==> src/design/ssfg_pkg.sv <==
// Shared types and constants for the smoothed stereo fader gain block.
// Holds the item structs, the lane control struct, register indexes and fixed-point constants.
// No dependencies.
package ssfg_pkg;

  localparam int SAMPLE_WIDTH = 24;
  localparam int GAIN_W = 31;
  localparam int FADE_W = 25;
  localparam int RATE_W = 32;
  localparam int SPEED_W = 28;
  localparam int CFG_DATA_W = 32;
  localparam int CFG_INDEX_W = 2;

  localparam int DEN_W = 29;
  localparam int QUO_W = 24;
  localparam int NUM_W = 48;
  localparam int DIV_RADIX = 3;
  localparam int DIV_STEPS = QUO_W / DIV_RADIX;

  localparam logic [SPEED_W-1:0] SPEED_FLOOR = 28'd22937600;
  localparam logic [SPEED_W-1:0] SPEED_CAP = 28'd163840000;
  localparam logic [SPEED_W-1:0] DECAY_SUB = 28'd655;
  localparam logic [SPEED_W-1:0] DECAY_LIMIT = 28'd22938255;
  localparam logic [31:0] DECAY_MUL = 32'd4294537799;
  localparam logic [DEN_W-1:0] ONE_Q16 = 29'd65536;
  localparam logic [55:0] UNITY_PRODUCT = 56'h1_0000_0000_0000;
  localparam logic [56:0] GAIN_ROUND = 57'h80_0000;
  localparam logic [57:0] FADE_ROUND = 58'hFFFF_FFFF;
  localparam logic [23:0] DITHER_HALF = 24'h80_0000;

  localparam logic [31:0] SEED_LEFT_RESET = 32'h1234_5678;
  localparam logic [31:0] SEED_RIGHT_RESET = 32'h8765_4321;

  localparam logic [GAIN_W-1:0] TARGET_GAIN_RESET = 31'd16777216;
  localparam logic [FADE_W-1:0] FADE_LEVEL_RESET = 25'd16777216;
  localparam logic [RATE_W-1:0] FADE_RATE_RESET = 32'd24210639;

  typedef enum logic [CFG_INDEX_W-1:0] {
    REG_TARGET_GAIN,
    REG_FADE_LEVEL,
    REG_FADE_RATE,
    REG_DITHER_ENABLE
  } cfg_reg_t;

  typedef struct packed {
    logic signed [SAMPLE_WIDTH-1:0] sample_left;
    logic signed [SAMPLE_WIDTH-1:0] sample_right;
    logic                           block_first;
  } sample_item_t;

  typedef struct packed {
    logic signed [SAMPLE_WIDTH-1:0] out_left;
    logic signed [SAMPLE_WIDTH-1:0] out_right;
  } result_item_t;

  typedef struct packed {
    logic        start;
    logic        unity;
    logic        dither_enable;
    logic [31:0] gain;
  } lane_ctl_t;

endpackage

==> src/design/ssfg_lane.sv <==
// One channel lane: gain multiply, xorshift dither, requantisation and saturation.
// Depends on ssfg_pkg for the sample width and the lane control struct.
module ssfg_lane (
  input  logic                                   clk,
  input  logic                                   rst,
  input  ssfg_pkg::lane_ctl_t                    ctl,
  input  logic [31:0]                            seed_reset,
  input  logic signed [ssfg_pkg::SAMPLE_WIDTH-1:0] sample,
  output logic                                   done,
  output logic signed [ssfg_pkg::SAMPLE_WIDTH-1:0] result
);

  localparam int SW = ssfg_pkg::SAMPLE_WIDTH;
  localparam int PW = SW + 33;
  localparam int VW = SW + 34;
  localparam int QW = SW + 10;

  function automatic logic [31:0] xorshift(input logic [31:0] s);
    logic [31:0] t;
    t = s ^ (s << 13);
    t = t ^ (t >> 17);
    t = t ^ (t << 5);
    return t;
  endfunction

  logic [31:0]          seed;
  logic                 s1_valid;
  logic                 unity_r;
  logic                 dither_r;
  logic signed [SW-1:0] samp_r;
  logic signed [PW-1:0] prod;
  logic signed [32:0]   gain_s;
  logic [23:0]          dith;
  logic signed [VW-1:0] sum;
  logic [QW-1:0]        quant;
  logic signed [SW-1:0] sat;

  assign gain_s = $signed({1'b0, ctl.gain});
  assign dith = dither_r ? seed[31:8] : ssfg_pkg::DITHER_HALF;
  assign sum = $signed({prod[PW-1], prod}) + $signed({{(VW-24){1'b0}}, dith});
  assign quant = sum[VW-1:24];

  always_comb begin
    if ((&quant[QW-1:SW-1]) || !(|quant[QW-1:SW-1])) begin
      sat = quant[SW-1:0];
    end else if (quant[QW-1]) begin
      sat = {1'b1, {(SW-1){1'b0}}};
    end else begin
      sat = {1'b0, {(SW-1){1'b1}}};
    end
  end

  always_ff @(posedge clk) begin
    if (rst) begin
      seed <= seed_reset;
      s1_valid <= 1'b0;
      done <= 1'b0;
    end else begin
      s1_valid <= ctl.start;
      done <= s1_valid;
      if (ctl.start && !ctl.unity) begin
        seed <= xorshift(seed);
      end
    end
  end

  always_ff @(posedge clk) begin
    if (ctl.start) begin
      prod <= sample * gain_s;
      unity_r <= ctl.unity;
      dither_r <= ctl.dither_enable;
      samp_r <= sample;
    end
    if (s1_valid) begin
      result <= unity_r ? samp_r : sat;
    end
  end

endmodule

==> config.mk <==
export PLATFORM = sky130hd
export DESIGN_NAME = ssfg_lane
export DESIGN_NICKNAME = d
export VERILOG_FILES = /design/src/design/ssfg_pkg.sv /design/src/design/ssfg_lane.sv
export SDC_FILE = /design/constraint.sdc
export NUM_CORES = 2
export LEC_CHECK = 0
export BUFFER_PORTS_ARGS = -buffer_cell sky130_fd_sc_hd__buf_2
export CELL_PAD_IN_SITES_DETAIL_PLACEMENT = 0
export CELL_PAD_IN_SITES_GLOBAL_PLACEMENT = 1
export CORE_MARGIN = 1.5
export CORE_UTILIZATION = 40
export CTS_BUF_LIST = sky130_fd_sc_hd__clkbuf_8
export CTS_CLUSTER_SIZE = 30
export DETAILED_ROUTE_END_ITERATION = 10
export HOLD_SLACK_MARGIN = 0.08
export PLACE_DENSITY = 0.77
export SYNTH_ARGS = -nofsm -noshare
export SYNTH_HDL_FRONTEND = slang
export SYNTH_SLANG_ARGS = --single-unit
==> constraint.sdc <==
create_clock -name clk -period 9.3 [get_ports clk]
set_input_delay 0.465 -clock clk [delete_from_list [all_inputs] [get_ports clk]]
set_output_delay 0.465 -clock clk [all_outputs]
set_load 0.01 [all_outputs]
==> run metrics <==
Core Region 0.0790 mm²; P&R area growth vs syn 5.79%; Fin. Hold Viols 0; die width 285 µm; Hold Buf Count CTS 0; routed wire length 80200 µm; Slew Limit Headroom 27.6%; area leader, netlist fa_1; syn_nets 4319; Ports 118; worst slew pin tran 1.08 ns; HP Class primary input to flop; Post-synth ARST share 0%; Multi-input gate area 0.0244 mm²; Most used DFF post-synth edfxtp_1; most frequent cell after synthesis inv_1; FMAX 131 MHz; slowest CP cell o41ai_1; Max Cap Violations 0; crit path kind primary input to flop; setup skew after layout 0.0167 ns; most used cell, CP fa_1; Worst setup SP type primary input; CP Data Required Time 9.52 ns; setup ws final 1.64 ns; drt first pass iters 5; Chip Height 285 µm; final period utilization 82.3%; clock latency on the worst-skew pair 0.47 ns; DR WL/cell 18.3 µm; post-synthesis cell count 3327; clk slew on worst S/H paths 0.08 ns; Post-Syn Area 0.0319 mm²; Final Hold Slack 0.209 ns; Yosys cell types 71; DIE AREA 0.0814 mm²; worst slack, placed 1.30 ns; sequential share of the synthesized area 13.2%; total grt overflow 0; Post-DRT Antenna Nets 0; first-pass GRT wire length 131000 µm; Final Wtd Congestion 0.877; Row Count 103; mean area per synthesized cell 9.58 µm²; outcome complete, no violations; vias in the first global route 24000; CTS H-tree depth 4; crit path max fanout 33; post-layout net count 4311; Yosys top cell area share 41.3%; Port Buf Inserts 117; Clock Sinks 141; DR iter-0 viols 1097; # resized after CTS 0; Residual DRC 0; Via Count 22000; Final HPWL DP 63700 µm; Post-CTS Setup Repair Bufs 0; CP peak stage delay 0.68 ns; Crit. End Element flop; Fin Setup TNS 0 ns; Crit path arrival time 7.87 ns; Slew Limit Fails 0; Register Area 0.00421 mm²; Post-synth top cells inv_1 (714), fa_1 (658), nand2_1 (447); GRT Overall Usage 20.5%; Yosys reg bits 141; CTS Buffer Depth 2; CTS tree done; final setup fails 0; RSZ-0062 raised after global routing no; share of cells above drive strength 1 5.82%; Initial Util 40.4%; # fillers 7759; top cells by area, synth fa_1 (41%), edfxtp_1 (13%), ha_1 (9.5%); Synth Warn # 0; Via density 5.01; CTS root buf clkbuf_8; maximum number of pins on one net before global-route repair 60; initial antenna violation count 4; CTS Buf Count 17; Post-synth EDFFs 139; Final Critical Period 7.66 ns
[kinds of logic after synthesis]
family | synth area share [%]
xor+xnor | 3.63
simple gates | 16.5
buf+inv | 10.3
mux | 0.440
flops | 13.2
fa+ha+maj | 50.8
compound gates | 5.08
[state kept, by name (all words and copies together), names as in the netlist]
register and cells:
result 24, prod 57, samp_r 24, s1_valid 1
dither_r 1, done 1, seed 32, unity_r 1
[final timing paths]
check	startpoint	end	slack (ns)	cells after the start
max	sample[8]	prod[41]	1.64	25
min	ctl[33]	unity_r	0.21	1
max reg2reg	dither_r	result[13]	4.04	14
min reg2reg	samp_r[22]	result[22]	0.54	2
[layer usage]
metal / routed length, µm / vias up / track usage [%]
li1: - / 9986 / -
met1: 34800 / 11500 / 27.0
met2: 41100 / 429 / 36.5
met3: 2520 / 102 / 1.85
met4: 1760 / 0 / 4.85
met5: 0 / - / 0
[area by class of cell]
cell class | count | area share [%]
multi-input cells | 2315 | 72.3
flip-flops and latches | 141 | 12.5
inverters | 714 | 7.95
well taps | 1050 | 3.90
repair buffers | 130 | 2.03
clock buffers | 19 | 0.775
clock inverters | 13 | 0.586
diodes | 2 | 0.0148
[layout by cell type, fill, tap and decap left out, drive strengths merged, types with 3 or more instances in the layout]
| cell | netlist | final |
|---|---|---|
| o21a | 15 | 15 |
| and2 | 401 | 401 |
| o211ai | 22 | 22 |
| nor3 | 13 | 13 |
| xnor2 | 97 | 97 |
| o21ai | 54 | 54 |
| or4 | 4 | 4 |
| clkinv | 0 | 5 |
| a211o | 3 | 3 |
| fa | 658 | 658 |
| nand2b | 23 | 23 |
| nand2 | 447 | 447 |
| o2111ai | 5 | 5 |
| and3 | 16 | 16 |
| nand3 | 27 | 27 |
| inv | 714 | 716 |
| o41ai | 3 | 3 |
| a21oi | 60 | 60 |
| nand4 | 12 | 12 |
| clkbuf | 149 | 19 |
| a41o | 3 | 3 |
| nor4 | 5 | 5 |
| xor2 | 35 | 35 |
| o21bai | 5 | 5 |
| ha | 241 | 241 |
| buf | 8 | 130 |
| mux2 | 8 | 8 |
| nor2 | 43 | 43 |
| a2bb2oi | 3 | 3 |
| nor2b | 27 | 27 |
| edfxtp | 139 | 139 |
| mux2i | 5 | 5 |
| a211oi | 5 | 5 |
| or2 | 4 | 4 |
| o311ai | 7 | 7 |
| a31oi | 10 | 10 |
| bufinv | 0 | 5 |
| a21o | 24 | 24 |
[critical path: cells and delay by family]
| kind | cells | cell delay (ns) |
|---|---|---|
| adder cells (fa/ha/maj) | 8 | 3.77 |
| AO/OA/AOI/OAI | 6 | 1.70 |
| AND/OR/NAND/NOR | 5 | 0.95 |
| buffers and inverters | 5 | 0.83 |
| XOR/XNOR | 1 | 0.13 |
[through the flow]
stage / utilization [%] / instances / instance area, µm²
3_3_place_gp: 42.1 / 4350 / 33300
5_1_grt: 42.7 / 4383 / 33700
6_report: 42.7 / 4384 / 33700
2_1_floorplan: - / 3327 / 31900
4_1_cts: 42.7 / 4382 / 33700
3_5_place_dp: 42.1 / 4350 / 33300
Power is left out: the tool's default activity adds up to more than one toggle a clock period on the data nets, which glitch-free logic cannot reach.
